==> src/rtl/pmd_pkg.sv <==
// ----------------------------------------------------------------------------
// pmd_pkg: shared types and constants of the PID motor drive
// Fixed field widths, fixed-point formats, register map and the control
// bundle between the sequencer and the serial multiply-accumulate unit.
// ----------------------------------------------------------------------------
package pmd_pkg;

    localparam int BASE_W  = 10;   // baseline register
    localparam int GAIN_W  = 24;   // Q16.8 gains
    localparam int INTEG_W = 22;   // integrator and its clamps
    localparam int SCALE_W = 16;   // Q0.16 output scale
    localparam int PID_W   = 32;   // integer PID value
    localparam int FRAC_W  = 8;    // fraction bits of the term sum
    localparam int DIGIT_W = 4;    // multiplier digit per cycle
    localparam int ADDR_W  = 5;    // APB byte address
    localparam int DATA_W  = 32;   // APB data

    typedef enum logic [2:0] {
        REG_BASELINE   = 3'd0,
        REG_GAIN_P     = 3'd1,
        REG_GAIN_I     = 3'd2,
        REG_GAIN_D     = 3'd3,
        REG_INTEG_LOW  = 3'd4,
        REG_INTEG_HIGH = 3'd5,
        REG_OUT_SCALE  = 3'd6
    } t_reg_idx;

    typedef struct packed {
        logic load;   // take new operands and start a pass
        logic clr;    // clear the accumulator on load
    } t_mac_ctrl;

endpackage

==> src/rtl/pmd_serial_mac.sv <==
// ----------------------------------------------------------------------------
// pmd_serial_mac: digit-serial multiply-accumulate
// Adds a signed multiplicand times an unsigned multiplier into an
// accumulator, one multiplier digit per cycle, least significant first.
// ----------------------------------------------------------------------------
module pmd_serial_mac #(
    parameter int ACC_W = 49
) (
    input  logic                        i_clk,
    input  logic                        i_rst_n,
    input  pmd_pkg::t_mac_ctrl          i_ctrl,
    input  logic signed [ACC_W-1:0]     i_mcand,
    input  logic [pmd_pkg::GAIN_W-1:0]  i_mplier,
    output logic signed [ACC_W-1:0]     o_acc,
    output logic                        o_busy
);
    import pmd_pkg::*;

    localparam int DIGITS = GAIN_W / DIGIT_W;
    localparam int CNT_W  = $clog2(DIGITS + 1);

    logic signed [ACC_W-1:0]  r_mcand;
    logic [GAIN_W-1:0]        r_mplier;
    logic [CNT_W-1:0]         r_cnt;
    logic signed [ACC_W-1:0]  r_acc;
    logic signed [ACC_W-1:0]  w_pp;

    // partial product of one digit; wraps modulo 2^ACC_W, the final sum fits
    assign w_pp = ACC_W'(r_mcand * $signed({1'b0, r_mplier[DIGIT_W-1:0]}));

    always_ff @(posedge i_clk) begin
        if (!i_rst_n) begin
            r_cnt <= '0;
        end else if (i_ctrl.load) begin
            r_cnt <= CNT_W'(DIGITS);
        end else if (r_cnt != '0) begin
            r_cnt <= r_cnt - 1'b1;
        end
    end

    always_ff @(posedge i_clk) begin
        if (i_ctrl.load) begin
            r_mcand  <= i_mcand;
            r_mplier <= i_mplier;
            if (i_ctrl.clr) begin
                r_acc <= '0;
            end
        end else if (r_cnt != '0) begin
            r_acc    <= r_acc + w_pp;
            r_mcand  <= r_mcand <<< DIGIT_W;
            r_mplier <= r_mplier >> DIGIT_W;
        end
    end

    assign o_acc  = r_acc;
    assign o_busy = (r_cnt != '0);

endmodule

==> src/rtl/pid_motor_drive_unit.sv <==
// ----------------------------------------------------------------------------
// pid_motor_drive_unit: PID drive command for one wheel
// Integrator with clamps, P/I/D terms on a shared digit-serial multiplier,
// then the scaled and saturated motor command.
// ----------------------------------------------------------------------------
// Usage:
//   Input channel: one reflectance sample per request (i_in_valid/o_in_ready).
//   Output channel: drive command and PID value (o_out_valid/i_out_ready).
//   Config: APB-style port, register i at byte address 4*i; write only while
//   the block is idle. pready is tied high, reads return the register value.
// Timing:
//   A request is taken only in the idle state. It runs through the integrator
//   step, the P, I and D multiplier passes, rounding and saturation, and the
//   output scale pass: four passes on the shared 4-bit-digit multiplier. The
//   next request is taken only after the result has been registered and the
//   block is back in idle.
// Reset:
//   Clears the integrator and previous sample, loads default gains and
//   scale, drops any pending result.
// Stall:
//   The result sits in an output register; the block takes and processes the
//   next request while it waits, and holds a second result until the first
//   has been taken.
// ----------------------------------------------------------------------------
module pid_motor_drive_unit #(
    parameter int SAMPLE_BITS = 10,
    parameter int CMD_MAX     = 4095
) (
    input  logic                               i_clk,
    input  logic                               i_rst_n,
    // sample request
    input  logic                               i_in_valid,
    output logic                               o_in_ready,
    input  logic [SAMPLE_BITS-1:0]             i_sensor_sample,
    // result
    output logic                               o_out_valid,
    input  logic                               i_out_ready,
    output logic [$clog2(CMD_MAX+1)-1:0]       o_drive_command,
    output logic signed [pmd_pkg::PID_W-1:0]   o_pid_value,
    // configuration
    input  logic                               psel,
    input  logic                               penable,
    input  logic                               pwrite,
    input  logic [pmd_pkg::ADDR_W-1:0]         paddr,
    input  logic [pmd_pkg::DATA_W-1:0]         pwdata,
    output logic [pmd_pkg::DATA_W-1:0]         prdata,
    output logic                               pready
);
    import pmd_pkg::*;

    localparam int CMD_W  = $clog2(CMD_MAX + 1);
    localparam int ERR_W  = ((SAMPLE_BITS > BASE_W) ? SAMPLE_BITS : BASE_W) + 1;
    localparam int IADD_W = ((ERR_W > INTEG_W) ? ERR_W : INTEG_W) + 1;
    localparam int ACC_W  = ((ERR_W > INTEG_W) ? ERR_W : INTEG_W) + GAIN_W + 3;
    localparam int QUO_W  = ACC_W - FRAC_W;
    localparam int T_W    = PID_W + 2;

    localparam logic signed [QUO_W-1:0] Q_MAX =
        {{(QUO_W-PID_W+1){1'b0}}, {(PID_W-1){1'b1}}};
    localparam logic signed [QUO_W-1:0] Q_MIN =
        {{(QUO_W-PID_W+1){1'b1}}, {(PID_W-1){1'b0}}};
    localparam logic signed [T_W-1:0]   T_MAX = T_W'(65535);

    typedef enum logic [12:0] {
        S_IDLE   = 13'b0_0000_0000_0001,
        S_INTEG  = 13'b0_0000_0000_0010,
        S_LOAD_P = 13'b0_0000_0000_0100,
        S_MUL_P  = 13'b0_0000_0000_1000,
        S_LOAD_I = 13'b0_0000_0001_0000,
        S_MUL_I  = 13'b0_0000_0010_0000,
        S_LOAD_D = 13'b0_0000_0100_0000,
        S_MUL_D  = 13'b0_0000_1000_0000,
        S_QUOT   = 13'b0_0001_0000_0000,
        S_SAT    = 13'b0_0010_0000_0000,
        S_LOAD_S = 13'b0_0100_0000_0000,
        S_MUL_S  = 13'b0_1000_0000_0000,
        S_OUT    = 13'b1_0000_0000_0000
    } t_state;

    // configuration registers
    logic [BASE_W-1:0]         r_baseline;
    logic [GAIN_W-1:0]         r_gain_p;
    logic [GAIN_W-1:0]         r_gain_i;
    logic [GAIN_W-1:0]         r_gain_d;
    logic signed [INTEG_W-1:0] r_integ_low;
    logic signed [INTEG_W-1:0] r_integ_high;
    logic [SCALE_W-1:0]        r_out_scale;

    // state and datapath
    t_state                    r_state, n_state;
    logic signed [INTEG_W-1:0] r_integ, n_integ;
    logic [SAMPLE_BITS-1:0]    r_prev;
    logic [SAMPLE_BITS-1:0]    r_samp;
    logic signed [QUO_W-1:0]   r_quot;
    logic signed [PID_W-1:0]   r_pid;
    logic                      r_out_valid;
    logic [CMD_W-1:0]          r_cmd;
    logic signed [PID_W-1:0]   r_out_pid;

    logic                      w_cfg_wr;
    t_reg_idx                  w_idx;
    logic signed [ERR_W-1:0]   w_err;
    logic signed [ERR_W-1:0]   w_dmeas;
    logic signed [IADD_W-1:0]  w_isum;
    logic signed [IADD_W-1:0]  w_iclip;
    logic signed [ACC_W-1:0]   w_round;
    logic signed [T_W-1:0]     w_t;
    logic [SCALE_W-1:0]        w_t16;
    logic [SCALE_W-1:0]        w_cmd_full;
    logic                      w_out_free;

    t_mac_ctrl                 w_mac_ctrl;
    logic signed [ACC_W-1:0]   w_mcand;
    logic [GAIN_W-1:0]         w_mplier;
    logic signed [ACC_W-1:0]   w_acc;
    logic                      w_busy;

    // ---------------- configuration port ----------------
    assign pready   = 1'b1;
    assign w_idx    = t_reg_idx'(paddr[ADDR_W-1:2]);
    assign w_cfg_wr = psel & penable & pwrite;

    always_ff @(posedge i_clk) begin
        if (!i_rst_n) begin
            r_baseline   <= '0;
            r_gain_p     <= GAIN_W'(102400);
            r_gain_i     <= '0;
            r_gain_d     <= '0;
            r_integ_low  <= '0;
            r_integ_high <= '0;
            r_out_scale  <= SCALE_W'(328);
        end else if (w_cfg_wr) begin
            case (w_idx)
                REG_BASELINE:   r_baseline   <= pwdata[BASE_W-1:0];
                REG_GAIN_P:     r_gain_p     <= pwdata[GAIN_W-1:0];
                REG_GAIN_I:     r_gain_i     <= pwdata[GAIN_W-1:0];
                REG_GAIN_D:     r_gain_d     <= pwdata[GAIN_W-1:0];
                REG_INTEG_LOW:  r_integ_low  <= pwdata[INTEG_W-1:0];
                REG_INTEG_HIGH: r_integ_high <= pwdata[INTEG_W-1:0];
                REG_OUT_SCALE:  r_out_scale  <= pwdata[SCALE_W-1:0];
                default: ;  // unmapped address: drop the write
            endcase
        end
    end

    // read back; signed clamps come back sign-extended
    always_comb begin
        case (w_idx)
            REG_BASELINE:   prdata = DATA_W'(r_baseline);
            REG_GAIN_P:     prdata = DATA_W'(r_gain_p);
            REG_GAIN_I:     prdata = DATA_W'(r_gain_i);
            REG_GAIN_D:     prdata = DATA_W'(r_gain_d);
            REG_INTEG_LOW:  prdata = DATA_W'(r_integ_low);
            REG_INTEG_HIGH: prdata = DATA_W'(r_integ_high);
            REG_OUT_SCALE:  prdata = DATA_W'(r_out_scale);
            default:        prdata = '0;
        endcase
    end

    // ---------------- error, integrator, derivative ----------------
    assign w_err   = ERR_W'($signed({1'b0, r_samp})) - ERR_W'($signed({1'b0, r_baseline}));
    assign w_dmeas = ERR_W'($signed({1'b0, r_prev})) - ERR_W'($signed({1'b0, r_samp}));
    assign w_isum  = IADD_W'(r_integ) + IADD_W'(w_err);

    // clamp high first, low last, so crossed limits settle on the low one
    always_comb begin
        w_iclip = w_isum;
        if (w_iclip > IADD_W'(r_integ_high)) begin
            w_iclip = IADD_W'(r_integ_high);
        end
        if (w_iclip < IADD_W'(r_integ_low)) begin
            w_iclip = IADD_W'(r_integ_low);
        end
        n_integ = INTEG_W'(w_iclip);
    end

    // ---------------- integer part and command input ----------------
    // truncate toward zero: bias negative sums before the arithmetic shift
    assign w_round = w_acc[ACC_W-1] ? (w_acc + ACC_W'((1 << FRAC_W) - 1)) : w_acc;

    assign w_t = T_MAX - T_W'(r_pid);
    always_comb begin
        if (w_t > T_MAX) begin
            w_t16 = '1;
        end else if (w_t[T_W-1] || (w_t == '0)) begin
            w_t16 = '0;   // a negative difference floors at zero
        end else begin
            w_t16 = w_t[SCALE_W-1:0];
        end
    end

    assign w_cmd_full = w_acc[2*SCALE_W-1:SCALE_W];

    // ---------------- multiplier operand selection ----------------
    always_comb begin
        w_mac_ctrl = '0;
        w_mcand    = ACC_W'(w_err);
        w_mplier   = r_gain_p;
        case (r_state)
            S_LOAD_P: begin
                w_mac_ctrl.load = 1'b1;
                w_mac_ctrl.clr  = 1'b1;
            end
            S_LOAD_I: begin
                w_mac_ctrl.load = 1'b1;
                w_mcand         = ACC_W'(r_integ);
                w_mplier        = r_gain_i;
            end
            S_LOAD_D: begin
                w_mac_ctrl.load = 1'b1;
                w_mcand         = ACC_W'(w_dmeas);
                w_mplier        = r_gain_d;
            end
            S_LOAD_S: begin
                w_mac_ctrl.load = 1'b1;
                w_mac_ctrl.clr  = 1'b1;
                w_mcand         = ACC_W'($signed({1'b0, w_t16}));
                w_mplier        = GAIN_W'(r_out_scale);
            end
            default: ;
        endcase
    end

    pmd_serial_mac #(
        .ACC_W (ACC_W)
    ) u_mac (
        .i_clk    (i_clk),
        .i_rst_n  (i_rst_n),
        .i_ctrl   (w_mac_ctrl),
        .i_mcand  (w_mcand),
        .i_mplier (w_mplier),
        .o_acc    (w_acc),
        .o_busy   (w_busy)
    );

    // ---------------- sequencer ----------------
    assign o_in_ready = (r_state == S_IDLE);
    assign w_out_free = !r_out_valid || i_out_ready;

    always_comb begin
        n_state = r_state;
        case (r_state)
            S_IDLE:   if (i_in_valid) n_state = S_INTEG;
            S_INTEG:  n_state = S_LOAD_P;
            S_LOAD_P: n_state = S_MUL_P;
            S_MUL_P:  if (!w_busy) n_state = S_LOAD_I;
            S_LOAD_I: n_state = S_MUL_I;
            S_MUL_I:  if (!w_busy) n_state = S_LOAD_D;
            S_LOAD_D: n_state = S_MUL_D;
            S_MUL_D:  if (!w_busy) n_state = S_QUOT;
            S_QUOT:   n_state = S_SAT;
            S_SAT:    n_state = S_LOAD_S;
            S_LOAD_S: n_state = S_MUL_S;
            S_MUL_S:  if (!w_busy) n_state = S_OUT;
            S_OUT:    if (w_out_free) n_state = S_IDLE;
            default:  n_state = S_IDLE;
        endcase
    end

    always_ff @(posedge i_clk) begin
        if (!i_rst_n) begin
            r_state     <= S_IDLE;
            r_integ     <= '0;
            r_prev      <= '0;
            r_out_valid <= 1'b0;
        end else begin
            r_state <= n_state;
            if (r_state == S_INTEG) begin
                r_integ <= n_integ;
            end
            // advance the previous sample once the derivative operand is taken
            if (r_state == S_LOAD_D) begin
                r_prev <= r_samp;
            end
            if ((r_state == S_OUT) && w_out_free) begin
                r_out_valid <= 1'b1;
            end else if (i_out_ready) begin
                r_out_valid <= 1'b0;
            end
        end
    end

    // payload registers
    always_ff @(posedge i_clk) begin
        if (o_in_ready && i_in_valid) begin
            r_samp <= i_sensor_sample;
        end
        if (r_state == S_QUOT) begin
            r_quot <= QUO_W'(w_round >>> FRAC_W);
        end
        if (r_state == S_SAT) begin
            if (r_quot > Q_MAX) begin
                r_pid <= PID_W'(Q_MAX);
            end else if (r_quot < Q_MIN) begin
                r_pid <= PID_W'(Q_MIN);
            end else begin
                r_pid <= PID_W'(r_quot);
            end
        end
        if ((r_state == S_OUT) && w_out_free) begin
            r_out_pid <= r_pid;
            if (w_cmd_full > SCALE_W'(CMD_MAX)) begin
                r_cmd <= CMD_W'(CMD_MAX);
            end else begin
                r_cmd <= CMD_W'(w_cmd_full);
            end
        end
    end

    assign o_out_valid     = r_out_valid;
    assign o_drive_command = r_cmd;
    assign o_pid_value     = r_out_pid;

endmodule
==> config.mk <==
export PLATFORM = sky130hd
export DESIGN_NAME = pid_motor_drive_unit
export DESIGN_NICKNAME = d
export VERILOG_FILES = /design/src/rtl/pmd_pkg.sv /design/src/rtl/pmd_serial_mac.sv /design/src/rtl/pid_motor_drive_unit.sv
export SDC_FILE = /design/constraint.sdc
export NUM_CORES = 1
export LEC_CHECK = 0
export ABC_CLOCK_PERIOD_IN_PS = 8820
export BUFFER_PORTS_ARGS = -buffer_cell sky130_fd_sc_hd__buf_2
export CORE_MARGIN = 3
export CORE_UTILIZATION = 55
export CTS_BUF_LIST = sky130_fd_sc_hd__clkbuf_4
export CTS_CLUSTER_SIZE = 24
export DETAILED_ROUTE_END_ITERATION = 12
export GPL_TIMING_DRIVEN = 1
export PLACE_DENSITY = 0.75
export SLEW_MARGIN = 15
export SYNTH_ARGS = -nofsm -noshare
export SYNTH_HDL_FRONTEND = slang
export SYNTH_HIERARCHICAL = 1
export SYNTH_SLANG_ARGS = --single-unit
==> constraint.sdc <==
create_clock -name i_clk -period 8.82 [get_ports i_clk]
set_clock_uncertainty 0.2 [all_clocks]
set_input_delay 0.441 -clock i_clk [delete_from_list [all_inputs] [get_ports i_clk]]
set_output_delay 0.441 -clock i_clk [all_outputs]
set_load 0.01 [all_outputs]
**Word level (Yosys, flattened, before mapping)**

Cells that the tools add are included.

- Word-level logic and storage cells: 116
- Register bits after elaboration: 440

- Order comparisons: 6
- Reductions and logical operators: 22
- Multipliers: 1
- Multiplexer cells: 29
- Bitwise logic cells: 3
- Eq/ne operators: 26
- $add $sub $neg: 7

Operators by type and width:

| kind | count |
|---|---|
| 2-to-1 mux 49 bit | 5 |
| case mux 32 bit (7 select lines) | 1 |
| case mux 13 bit (13 select lines) | 1 |
| case mux 49 bit (3 select lines) | 1 |
| 2-to-1 mux 13 bit | 6 |
| case mux 24 bit (3 select lines) | 1 |
| adder 49 bit | 1 |
| adder 49 x 9 -> 49 bit (second input constant) | 1 |
| multiplier 49 x 5 -> 49 bit | 1 |
| 2-to-1 mux 24 bit | 2 |
| 2-to-1 mux 48 bit | 1 |
| greater-than comparator 41 x 32 -> 1 bit (second input constant) | 1 |
| less-than comparator 41 x 32 -> 1 bit (second input constant) | 1 |
| logical NOT 34 bit | 1 |
| greater-than comparator 33 x 17 -> 1 bit (second input constant) | 1 |
| subtractor 17 x 32 -> 33 bit (first input constant) | 1 |
| 2-to-1 mux 16 bit | 2 |
| 2-to-1 mux 32 bit | 1 |
| adder 22 x 11 -> 23 bit | 1 |
| greater-than comparator 23 x 22 -> 1 bit | 1 |
| less-than comparator 23 x 22 -> 1 bit | 1 |
| 2-to-1 mux 23 bit | 1 |
| 2-to-1 mux 22 bit | 1 |
| subtractor 10 x 10 -> 11 bit | 2 |
| other kinds (33) | 58 |

**Logic depth before layout (Yosys ltp)**

Gate-level depths: netlist of the first run.

- Word-level depth: 7
- Gate-level depth with buffers: 44

**Cells and area by module**

Netlist of the first run, hierarchy kept.

By module, submodules not included:

| module | cells each | instances | area each (sq um) | seq. area each (sq um) |
|---|---|---|---|---|
| pid_motor_drive_unit | 2023 | 1 | 17852.1 | 7577.3 |
| pmd_serial_mac | 1315 | 1 | 12938.7 | 3723.6 |

**Least setup slack after synthesis of the first run**

Ideal clock, no wire load.

- Kind: reg2reg
- Start: reg r_samp[0]
- End: reg r_integ[13]
- Setup slack: -0.175 ns
- Stages on the path, launching flop included: 42
- Arrival time: 8.704 ns
- Library setup time: 0.091 ns
- Buffers on the path: 2
- Path through: edfxtp_1 > inv_1 > ha_1 > inv_1 > fa_1 > a21o_1 > a21oi_1 > o21bai_1 > a21oi_1 > o21bai_1 > a21oi_1 > o21ai_0 > nor2_1 > ha_1 > a21o_1 > a21oi_1 > o21ai_0 > a221oi_2 > [... 6 more ...] > nand4_1 > nor4_1 > o31ai_1 > nand4_1 > mux2i_2 > clkbuf_1 > mux2_2 > ha_1 > nand2_1 > nor4_1 > o21ai_0 > o21ai_0 > nor2_1 > a21oi_1 > mux2i_2 > buf_2 > nor3_1 > a311oi_1

- Cells in the longest elaborated chain, start to end: 6

Ends and longest elaborated chain:

| element | line | text |
|---|---|---|
| start: declaration | pid_motor_drive_unit.sv:93 | `logic [SAMPLE_BITS-1:0] r_samp;` |
| start signal: assignment | pid_motor_drive_unit.sv:286 | `r_samp <= i_sensor_sample;` |
| subtractor 10 x 10 -> 11 bit (*) | pid_motor_drive_unit.sv:161 | `assign w_err = ERR_W'($signed({1'b0, r_samp})) - ERR_W'($signed({1'b0, r_baseline}));` |
| adder 22 x 11 -> 23 bit (*) | pid_motor_drive_unit.sv:163 | `assign w_isum = IADD_W'(r_integ) + IADD_W'(w_err);` |
| greater-than comparator 23 x 22 -> 1 bit | pid_motor_drive_unit.sv:168 | `if (w_iclip > IADD_W'(r_integ_high)) begin` |
| 2-to-1 mux 23 bit (*) | pid_motor_drive_unit.sv:168 |  |
| less-than comparator 23 x 22 -> 1 bit | pid_motor_drive_unit.sv:171 | `if (w_iclip < IADD_W'(r_integ_low)) begin` |
| 2-to-1 mux 22 bit (*) | pid_motor_drive_unit.sv:171 |  |
| end signal: assignment | pid_motor_drive_unit.sv:269 | `r_integ <= n_integ;` |
| end: declaration | pid_motor_drive_unit.sv:91 | `logic signed [INTEG_W-1:0] r_integ, n_integ;` |

Every way passes the cells marked *; elsewhere a longest branch is shown, timed or not.
A chain may end at the register's enable or synchronous reset.

**Final worst setup path of the first run**

- Start: reg r_samp[0]
- End: reg r_integ[2]

The elaborated chain is that of the path after synthesis.

==> reports/results.txt, run 1 <==
Clock tree synthesis inserted a total of 118 buffers. The cell occurring most often along the worst timing path is sky130_fd_sc_hd__a21oi_2. The total area inside the core boundary comes to 0.0552 mm². TritonCTS built the clock tree. The relative area change from synthesis to final layout is 13.4%.

The flip-flop cell with the highest count after synthesis is sky130_fd_sc_hd__edfxtp_1. The source-to-sink clock delay at the later pin of the worst-skew pair came out at 940 ps. Setup slack on the critical path of the routed design comes to 246 ps.

Final-report max-slew violation count: 0. The clock tree synthesis step divided the H-tree into 3 levels. The largest individual stage delay along the critical path comes from the cell sky130_fd_sc_hd__edfxtp_1.

The tools report the HPWL reported at the end of detailed placement as 60,200 µm. Measured in cells, the most critical reg-to-reg path has a length of 45. For this run, design rule violations remaining after detail routing come to 0.

The critical path class is reg -> reg. The share of post-route cells with drive strength above 1 is 0.160, and the number of buffers between clock root and the deepest sink is 3. Yosys mapped the design onto 93 distinct sky130hd cell types. Data arrives at the worst endpoint at 9160 ps. The via count of the first global-routing pass was 24,700; the synthesized area divided by synthesized cell count was 9.22 µm². Counting instances, the worst hold path has a depth of 6. Most common library cell in the layout ignoring fill and taps: sky130_fd_sc_hd__nand2_1. Initial cell density of the core: 0.558. Root buffer selected by CTS: sky130_fd_sc_hd__clkbuf_4.

In the post-synthesis netlist, the biggest area contributors are sky130_fd_sc_hd__edfxtp_1 24%, sky130_fd_sc_hd__dfxtp_1 12%, sky130_fd_sc_hd__fa_1 9.1%, sky130_fd_sc_hd__ha_1 7.6%, sky130_fd_sc_hd__nand2_1 6.5%. The count of buffers added on input and output ports is 121. The floorplan step defined a die boundary enclosing 0.0589 mm². Along the worst path, the maximum fanout reaches 11. The post-synthesis sequential element count is 440, and the highest achievable clock rate is 117 MHz. For the worst setup path, the data required time is 9410 ps. The logs give 3,938 for the final net count and 130 for the largest net degree at the start of global routing.

Clock-pin slew was measured on the worst setup and hold paths at 70 ps. Setup slack on the worst reg-to-reg path comes out at 250 ps. The number of nets with antenna violations after routing is 0. For the finished layout, the period the worst path requires is 8570 ps.

The floorplan step set the die width to 243 µm. The count of final setup violators came out at 0. The sink count of the clock tree was 440. Number of warnings printed during yosys synthesis: 6.

Counting the fill cells in the layout gives 4,575. The share of the yosys chip area belonging to registers came out at 0.367. The detailed-route vias per instance works out to 5.80.

The global-route wire length before repair came out at 135,000 µm. The fraction of registers with async set or reset after synthesis works out to 0. STA classifies the critical path endpoint as a flip-flop. The flow ran to the end, and the final reports show no timing, DRC or antenna violations. For this block, the routed nets add up to 85,700 µm of wire. The run gives 0.143 as the headroom to the max-slew limit. Synthesized cell area: 0.0308 mm². Routability-driven placement finished with a final weighted congestion of 0.975. Synthesis produced a netlist with a net count of 3,719. The share of the clock period used by the worst path was 0.972; the max-cap check violation count was 0. In this run, synthesis inferred 249 flip-flops with an integrated enable. The count of final hold-check violations was 0. Largest area contributor in the synthesized netlist: sky130_fd_sc_hd__edfxtp_1. Leaving out fill and tap cells, the most frequent cells in the layout are 532 x sky130_fd_sc_hd__nand2_1, 365 x sky130_fd_sc_hd__inv_1, 249 x sky130_fd_sc_hd__edfxtp_1.

The floorplan step set the die height to 243 µm. The per-cell routed wire length came out at 19.5 µm. Startpoint type of the worst setup path: a flip-flop. For this run, the slowest stage of the critical path takes 410 ps. Pin placement for this block handled 133 I/O pins. In this run the worst hold path is classified as in -> reg. The floorplan has 86 rows.

The global-route total usage across every layer is 0.288, and the slew at the pin closest to its max-slew limit is 1280 ps. The run gives 0 as the leftover overflow at the end of global routing. The initial antenna violation count was 2; the iteration count of the initial detailed-routing pass was 10. Synthesis produced 3,338 cells. The first routing iteration left 2,697 violations. The portion of synthesized cell area occupied by the leading cell type was 0.243. Setup repair after global routing could not meet its margin everywhere.

Timing analysis after detailed placement gives a worst setup slack of -250 ps. The vias after detailed routing was 25,500.
[per-stage QoR]
stage | utilization | hold slack (ps) | std cells | area (µm²) | setup TNS [ps]
final | 0.633 | 73.2 | 4401 | 34900 | 0
after floorplan | - | 241 | 3338 | 30800 | 0
after global routing | 0.633 | 41.1 | 4401 | 34900 | -2930
after global placement | 0.586 | 252 | 4113 | 32300 | -1290
after detailed placement | 0.586 | 266 | 4113 | 32300 | -3700
after CTS | 0.624 | 0.857 | 4377 | 34400 | 0
[worst paths after layout]
kind | start | end
hold / removal | psel | r_integ_low[10]
setup / recovery | r_samp[0] | r_integ[2]
hold reg to reg | r_prev[0] | r_prev[0]
setup reg to reg | r_samp[0] | r_integ[2]
[worst max-delay path, delay by kind of cell, from the launching register on]
kind | cells | cell delay, ps
AO/OA/AOI/OAI | 20 | 3550
flip-flops | 1 | 410
AND/OR/NAND/NOR | 7 | 1140
buffers and inverters | 9 | 1110
multiplexers | 2 | 380
XOR/XNOR | 2 | 310
adder cells (fa/ha/maj) | 5 | 1390
[synth_stat cells (8+ instances only)]
master                     number
sky130_fd_sc_hd__a21boi_0     143
sky130_fd_sc_hd__xnor2_1       69
sky130_fd_sc_hd__a21oi_1      139
sky130_fd_sc_hd__edfxtp_1     249
sky130_fd_sc_hd__clkbuf_1     136
sky130_fd_sc_hd__a21o_1        51
sky130_fd_sc_hd__dfxtp_1      191
sky130_fd_sc_hd__buf_4          9
sky130_fd_sc_hd__nor4_1        21
sky130_fd_sc_hd__buf_1          8
sky130_fd_sc_hd__fa_1         140
sky130_fd_sc_hd__nand3_1       58
sky130_fd_sc_hd__nand4_1       62
sky130_fd_sc_hd__nand2b_1      25
sky130_fd_sc_hd__and3_1        10
sky130_fd_sc_hd__xor2_1        46
sky130_fd_sc_hd__and2_1       126
sky130_fd_sc_hd__o211ai_1      18
sky130_fd_sc_hd__mux2i_1       37
sky130_fd_sc_hd__o21bai_1      12
sky130_fd_sc_hd__nor3_1        36
sky130_fd_sc_hd__inv_1        367
sky130_fd_sc_hd__nor2_1       180
sky130_fd_sc_hd__a211oi_1      10
sky130_fd_sc_hd__a31oi_1       14
sky130_fd_sc_hd__ha_1         187
sky130_fd_sc_hd__a222oi_1      23
sky130_fd_sc_hd__nand2_1      534
sky130_fd_sc_hd__a22oi_1       20
sky130_fd_sc_hd__nor2b_1       33
sky130_fd_sc_hd__mux2_2        81
sky130_fd_sc_hd__or3_1         10
sky130_fd_sc_hd__o21ai_0       96
sky130_fd_sc_hd__o21a_1        48
sky130_fd_sc_hd__a221oi_1      11
[what timing repair did]
action | CTS | global route
setup endpoints to repair | 22 | 22
endpoints found under the hold margin | 198 | 0
gates resized for setup | 11 | 53
cloned | 1 | 5
buffers inserted | 1 | 27
pin swaps | 3 | 43
hold buffers | 47 | 0
[registers in the layout (all words and copies together) (netlist names)]
register	cells
u_mac/r_mcand	49
o_out_valid	1
r_state	13
r_out_scale	16
r_integ	22
r_baseline	10
u_mac/r_cnt	3
r_gain_d	24
r_quot	41
r_gain_i	24
u_mac/o_acc	49
r_pid	32
o_pid_value	32
r_integ_high	22
r_prev	10
o_drive_command	12
u_mac/r_mplier	24
r_gain_p	24
r_samp	10
r_integ_low	22
[routing by layer]
| metal | track usage | wire [µm] | up-vias |
|---|---|---|---|
| li1 | - | - | 12000 |
| met3 | 0.0685 | 8850 | 215 |
| met2 | 0.436 | 37400 | 1169 |
| met5 | 0 | 8 | - |
| met4 | 0.108 | 2930 | 2 |
| met1 | 0.403 | 36500 | 12100 |
[cells by family (layout without fill, tap and decap cells)]
| kind of cell | count (synthesis) | after routing | synth area share |
|---|---|---|---|
| and+or+nand+nor | 1141 | 1141 | 0.173 |
| other | 1 | 2 | 0.000122 |
| adders and majority gates | 327 | 327 | 0.167 |
| xor gates and xnor gates | 115 | 115 | 0.0327 |
| AOI/OAI and AO/OA | 665 | 665 | 0.150 |
| muxes | 123 | 124 | 0.0447 |
| buffers and inverters | 526 | 839 | 0.0654 |
| DFF | 440 | 440 | 0.367 |
[area by class of cell]
type | count | area, µm² | share of cell area
well taps | 748 | 936 | 0.0268
flip-flops and latches | 440 | 11300 | 0.324
clock inverters | 34 | 183 | 0.00523
clock buffers | 181 | 1360 | 0.0389
diodes | 1 | 2.50 | 0.0000717
multi-input cells | 2373 | 17800 | 0.511
inverters | 368 | 1380 | 0.0396
repair buffers | 256 | 1910 | 0.0547
Power of run 1 is not shown: default switching activity piles up to over one toggle a cycle in this logic, so the estimate is an artifact.
==> inputs of run 2 (changes only) <==
--- a/config.mk
+++ b/config.mk
@@ -5,7 +5,7 @@
 export SDC_FILE = /design/constraint.sdc
 export NUM_CORES = 1
 export LEC_CHECK = 0
-export ABC_CLOCK_PERIOD_IN_PS = 8820
+export ABC_CLOCK_PERIOD_IN_PS = 11000
 export BUFFER_PORTS_ARGS = -buffer_cell sky130_fd_sc_hd__buf_2
 export CORE_MARGIN = 3
 export CORE_UTILIZATION = 55
@@ -13,9 +13,9 @@
 export CTS_CLUSTER_SIZE = 24
 export DETAILED_ROUTE_END_ITERATION = 12
 export GPL_TIMING_DRIVEN = 1
-export PLACE_DENSITY = 0.75
+export PLACE_DENSITY = 0.72
+export RECOVER_POWER = 100
 export SLEW_MARGIN = 15
 export SYNTH_ARGS = -nofsm -noshare
 export SYNTH_HDL_FRONTEND = slang
-export SYNTH_HIERARCHICAL = 1
 export SYNTH_SLANG_ARGS = --single-unit
==> constraint.sdc (replaced) <==
create_clock -name i_clk -period 11 [get_ports i_clk]
set_clock_uncertainty 0.2 [all_clocks]
set_input_delay 0.55 -clock i_clk [delete_from_list [all_inputs] [get_ports i_clk]]
set_output_delay 0.55 -clock i_clk [all_outputs]
set_load 0.01 [all_outputs]
==> run 2 against run 1 <==
Net effect:
- the flow now finishes with violations (capacitance limit, slew limit)
- clock-buffer cell count increased by 2
- fmax decreased by 13%
- sequential cell count unchanged
- non-clock buffer count decreased by 57
- critical path type unchanged
- first-iteration DRC count decreased by 7.3%
- die area decreased by 4.7%
==> reports/results.txt, run 2 <==
The analysis attributes to cell leakage a power of 12.8 nW. The share of the clock period used by the worst path came out at 0.901 (-0.0711). Clock slew at the register clock pins of the worst setup and hold paths: 70 ps (about the same). The path class of the tightest hold or removal check is in -> reg. The max-cap check violation count is 15 (+15), and the count of final setup violators is 0 (unchanged). The portion of synthesized cell area occupied by the leading cell type is 0.255 (+0.0123).

The share of the yosys chip area belonging to registers is 0.386 (+0.0186). For the initial antenna violation count, the log shows 6 (+4). The run gives 59,300 µm (-1.5%) as the HPWL reported at the end of detailed placement. The filler cell count was 4,443 (-2.9%). Dividing total power by cell area gives a power density of 273 mW/mm². The cell count of the worst reg-to-reg path is 40 (-11%), and the number of warnings printed during yosys synthesis is 0 (-6). The root buffer cell chosen for the clock tree is sky130_fd_sc_hd__clkbuf_4. The largest stage delay on the critical path came out at 570 ps (+160 ps).

The number of buffers created by CTS was 117 (-0.85%). The residual DRC count was 0 (unchanged); the number of core rows was 83 (-3.5%). The tools report the count of boundary I/O pins as 133 (unchanged). The library cell used most frequently in the layout, excluding fill and tap cells, is sky130_fd_sc_hd__nand2_1. Synthesized cell area: 0.0293 mm² (-4.8%). The tools report the flop-to-flop setup slack as 1090 ps (+840 ps).

The critical path class was reg -> reg. The arrival time reported for the critical path endpoint is 10,480 ps (+1320 ps), and the chip height is 237 µm (-2.4%). Iteration count of the initial detailed-routing pass: 8 (-2). The number of nets in the synthesized netlist was 3,490 (-6.2%). Source-to-sink clock delay at the later pin of the worst-skew pair: 950 ps (about the same). The count of port buffers added during placement works out to 121 (unchanged).

The maximum net fanout on the critical path works out to 26 (+15). The tools report the post-detailed-routing wire length as 82,900 µm (-3.2%). The startpoint of the most critical register-to-register path is r_baseline[0]. Most numerous cell in the Yosys netlist: sky130_fd_sc_hd__nand2_1.

The biggest area contributor in the post-synthesis netlist is sky130_fd_sc_hd__edfxtp_1. The fraction of registers with async set or reset after synthesis was 0 (unchanged). The startpoint type of the worst setup path was a flip-flop. By area the synthesized netlist is led by sky130_fd_sc_hd__edfxtp_1 26%, sky130_fd_sc_hd__dfxtp_1 13%, sky130_fd_sc_hd__fa_1 9.6%, sky130_fd_sc_hd__ha_1 8.0%, sky130_fd_sc_hd__nand2_1 6.6%. The total negative setup slack is 0 ps (unchanged).

For the required time of the critical path, the log shows 11,570 ps (+2160 ps). The starting DRC count in detailed routing came out at 2,499 (-7.3%). The run finished, with violations left. The detailed-route vias per instance was 6.09 (+5.0%). The most critical setup path has its startpoint at r_baseline[0]. Headroom to the max-slew limit: -1.82 (-1.96). Critical path endpoint: r_integ[12]. The largest net degree at the start of global routing is 90 (-31%). The die width works out to 237 µm (-2.4%). The count of final hold-check violations is 0 (unchanged), and the post-synthesis sequential element count is 440 (unchanged).

Counting instances in the post-synthesis netlist gives the leading cell types as 513 x sky130_fd_sc_hd__nand2_1, 273 x sky130_fd_sc_hd__a21oi_1, 249 x sky130_fd_sc_hd__edfxtp_1, 191 x sky130_fd_sc_hd__dfxtp_1, 190 x sky130_fd_sc_hd__and2_1. The relative area change from synthesis to final layout was 9.73%. The share of post-route cells with drive strength above 1 was 0.0913 (-0.0683); the final-report max-slew violation count was 671 (+671). The placeable core area was 0.0520 mm² (-5.7%); the die footprint was 0.0561 mm² (-4.7%). The global-route wire length before repair was 131,000 µm (-3.3%). Flip-flop cell with the highest count after synthesis: sky130_fd_sc_hd__edfxtp_1.

The run gives 0.960 (-1.5%) as the weighted congestion at the end of routability-driven global placement. Setup repair after global routing left no endpoint under its margin. Power comes to 8.77 mW.

The tools report the count of unique library cells instantiated by Yosys as 81 (-13%). The library cells used most frequently in the layout, excluding fill and tap cells, are 512 x sky130_fd_sc_hd__nand2_1, 273 x sky130_fd_sc_hd__a21oi_1, 249 x sky130_fd_sc_hd__edfxtp_1. The most numerous cell type found on the critical path is sky130_fd_sc_hd__a21oi_1. The highest achievable clock rate is 101 MHz (-13%). The number of nets with antenna violations after routing was 0 (unchanged). The final reports fail on capacitance limit, slew limit. The tools report the leftover overflow at the end of global routing as 0 (unchanged). The per-cell routed wire length is 20.6 µm (+5.9%). The number of synthesized flops with an enable pin came out at 249 (unchanged).

The number of standard cells after synthesis came out at 3,109 (-6.9%). The run gives 24,400 (-1.3%) as the via count of the first global-routing pass. The clock period minus final worst setup slack was 9910 ps (+1340 ps). The run gives 0.291 (+0.00343) as the global-route total usage across every layer.

For this design, the slowest cell found on the critical path is sky130_fd_sc_hd__nor4_1. Across the VDD grid, the largest voltage drop is 0.146 mV. The slew at the pin closest to its max-slew limit was 4230 ps (+2950 ps). The sink count of the clock tree was 440 (unchanged). The tools report the end of the worst register-to-register path as r_integ[12].

The logs give 3 (unchanged) for the number of buffers between clock root and the deepest sink and 24,500 (-4.0%) for the vias after detailed routing. The maximum level of the CTS H-tree is 3 (unchanged). The worst setup path is captured at a flip-flop. The synthesized area divided by synthesized cell count is 9.43 µm² (+2.2%). The initial cell density of the core was 0.563 (+0.00553); the final net count was 3,631 (-7.8%).

TritonCTS built the clock tree.
run 2: cell types whose count changed after synthesis, moves of 36 or more:
cell / previous run / this run
sky130_fd_sc_hd__o21a_1: 48 / 8
sky130_fd_sc_hd__mux2_2: 81 / 19
sky130_fd_sc_hd__and2_1: 126 / 190
sky130_fd_sc_hd__inv_1: 367 / 135
sky130_fd_sc_hd__and3_1: 10 / 46
sky130_fd_sc_hd__a21boi_0: 143 / 4
sky130_fd_sc_hd__a21o_1: 51 / 91
sky130_fd_sc_hd__a21oi_1: 139 / 273
run 2: layout make-up:
| cell class | instances | area [µm²] | area share |
|---|---|---|---|
| sequential | 440 | 11300 | 0.351 |
| multi-input combinational | 2356 | 16800 | 0.523 |
| inverter | 136 | 512 | 0.0159 |
| tap | 680 | 851 | 0.0265 |
| antenna | 3 | 7.51 | 0.000233 |
| timing repair buffer | 199 | 1150 | 0.0359 |
| clock buffer | 183 | 1370 | 0.0427 |
| clock inverter | 27 | 136 | 0.00424 |
run 2: how the worst min path moves through the flow:
stage / startpoint / endpoint / slack [ps] / cells past startpoint
CTS: i_sensor_sample[5] / r_samp[5] / 90 / 2
floorplan: r_prev[0] / r_prev[0] / 230 / 2
global route: i_sensor_sample[5] / r_samp[5] / 140 / 2
global placement: r_prev[0] / r_prev[0] / 240 / 2
detailed placement: r_prev[0] / r_prev[0] / 240 / 2
finish: i_sensor_sample[5] / r_samp[5] / 160 / 2
run 2: critical path, delay by kind of cell (launching register included):
family,cells,cell delay (ps)
simple gates,13,2690
fa+ha+maj,5,1610
flops,1,430
compound gates,16,3370
xor+xnor,1,90
buf+inv,4,970
mux,1,360
run 2: kinds of logic after synthesis:
| group | Yosys count | share of synthesized area |
|---|---|---|
| and+or+nand+nor | 1164 | 0.191 |
| AOI/OAI and AO/OA | 694 | 0.150 |
| DFF | 440 | 0.386 |
| adders and majority gates | 327 | 0.175 |
| buffers and inverters | 313 | 0.0420 |
| xor gates and xnor gates | 122 | 0.0365 |
| muxes | 48 | 0.0189 |
| other | 1 | 0.000128 |
run 2: repair_timing:
action	4_1_cts	5_1_grt
gates resized for setup	0	2
hold buffers	42	0
setup buffers	0	0
endpoints found under the setup margin	0	21
endpoints found under the hold margin	155	0
run 2: routing by layer:
metal | global-route usage | share of wire
met5 | 0 | 0.00039
met1 | 0.382 | 0.41
met2 | 0.465 | 0.46
met4 | 0.146 | 0.049
met3 | 0.0530 | 0.086
run 2: stage by stage:
stage	cell area [µm²]	hold slack [ps]	cells	setup WS (ps)	util
final	32200	164	4024	1090	0.618
after detailed placement	30400	245	3768	909	0.585
after floorplan	29300	232	3109	2590	-
after global routing	32200	138	4023	167	0.618
after CTS	32400	93.2	4020	803	0.622
after global placement	30400	238	3768	1220	0.585
run 2: report_power, final:
group | internal [mW] | switching, mW
clock network | 0.755 | 0.710
registers | 2.16 | 0.180
logic | 2.13 | 2.84
total | 5.04 | 3.73
No activity file was read; power rests on OpenSTA's default activity.
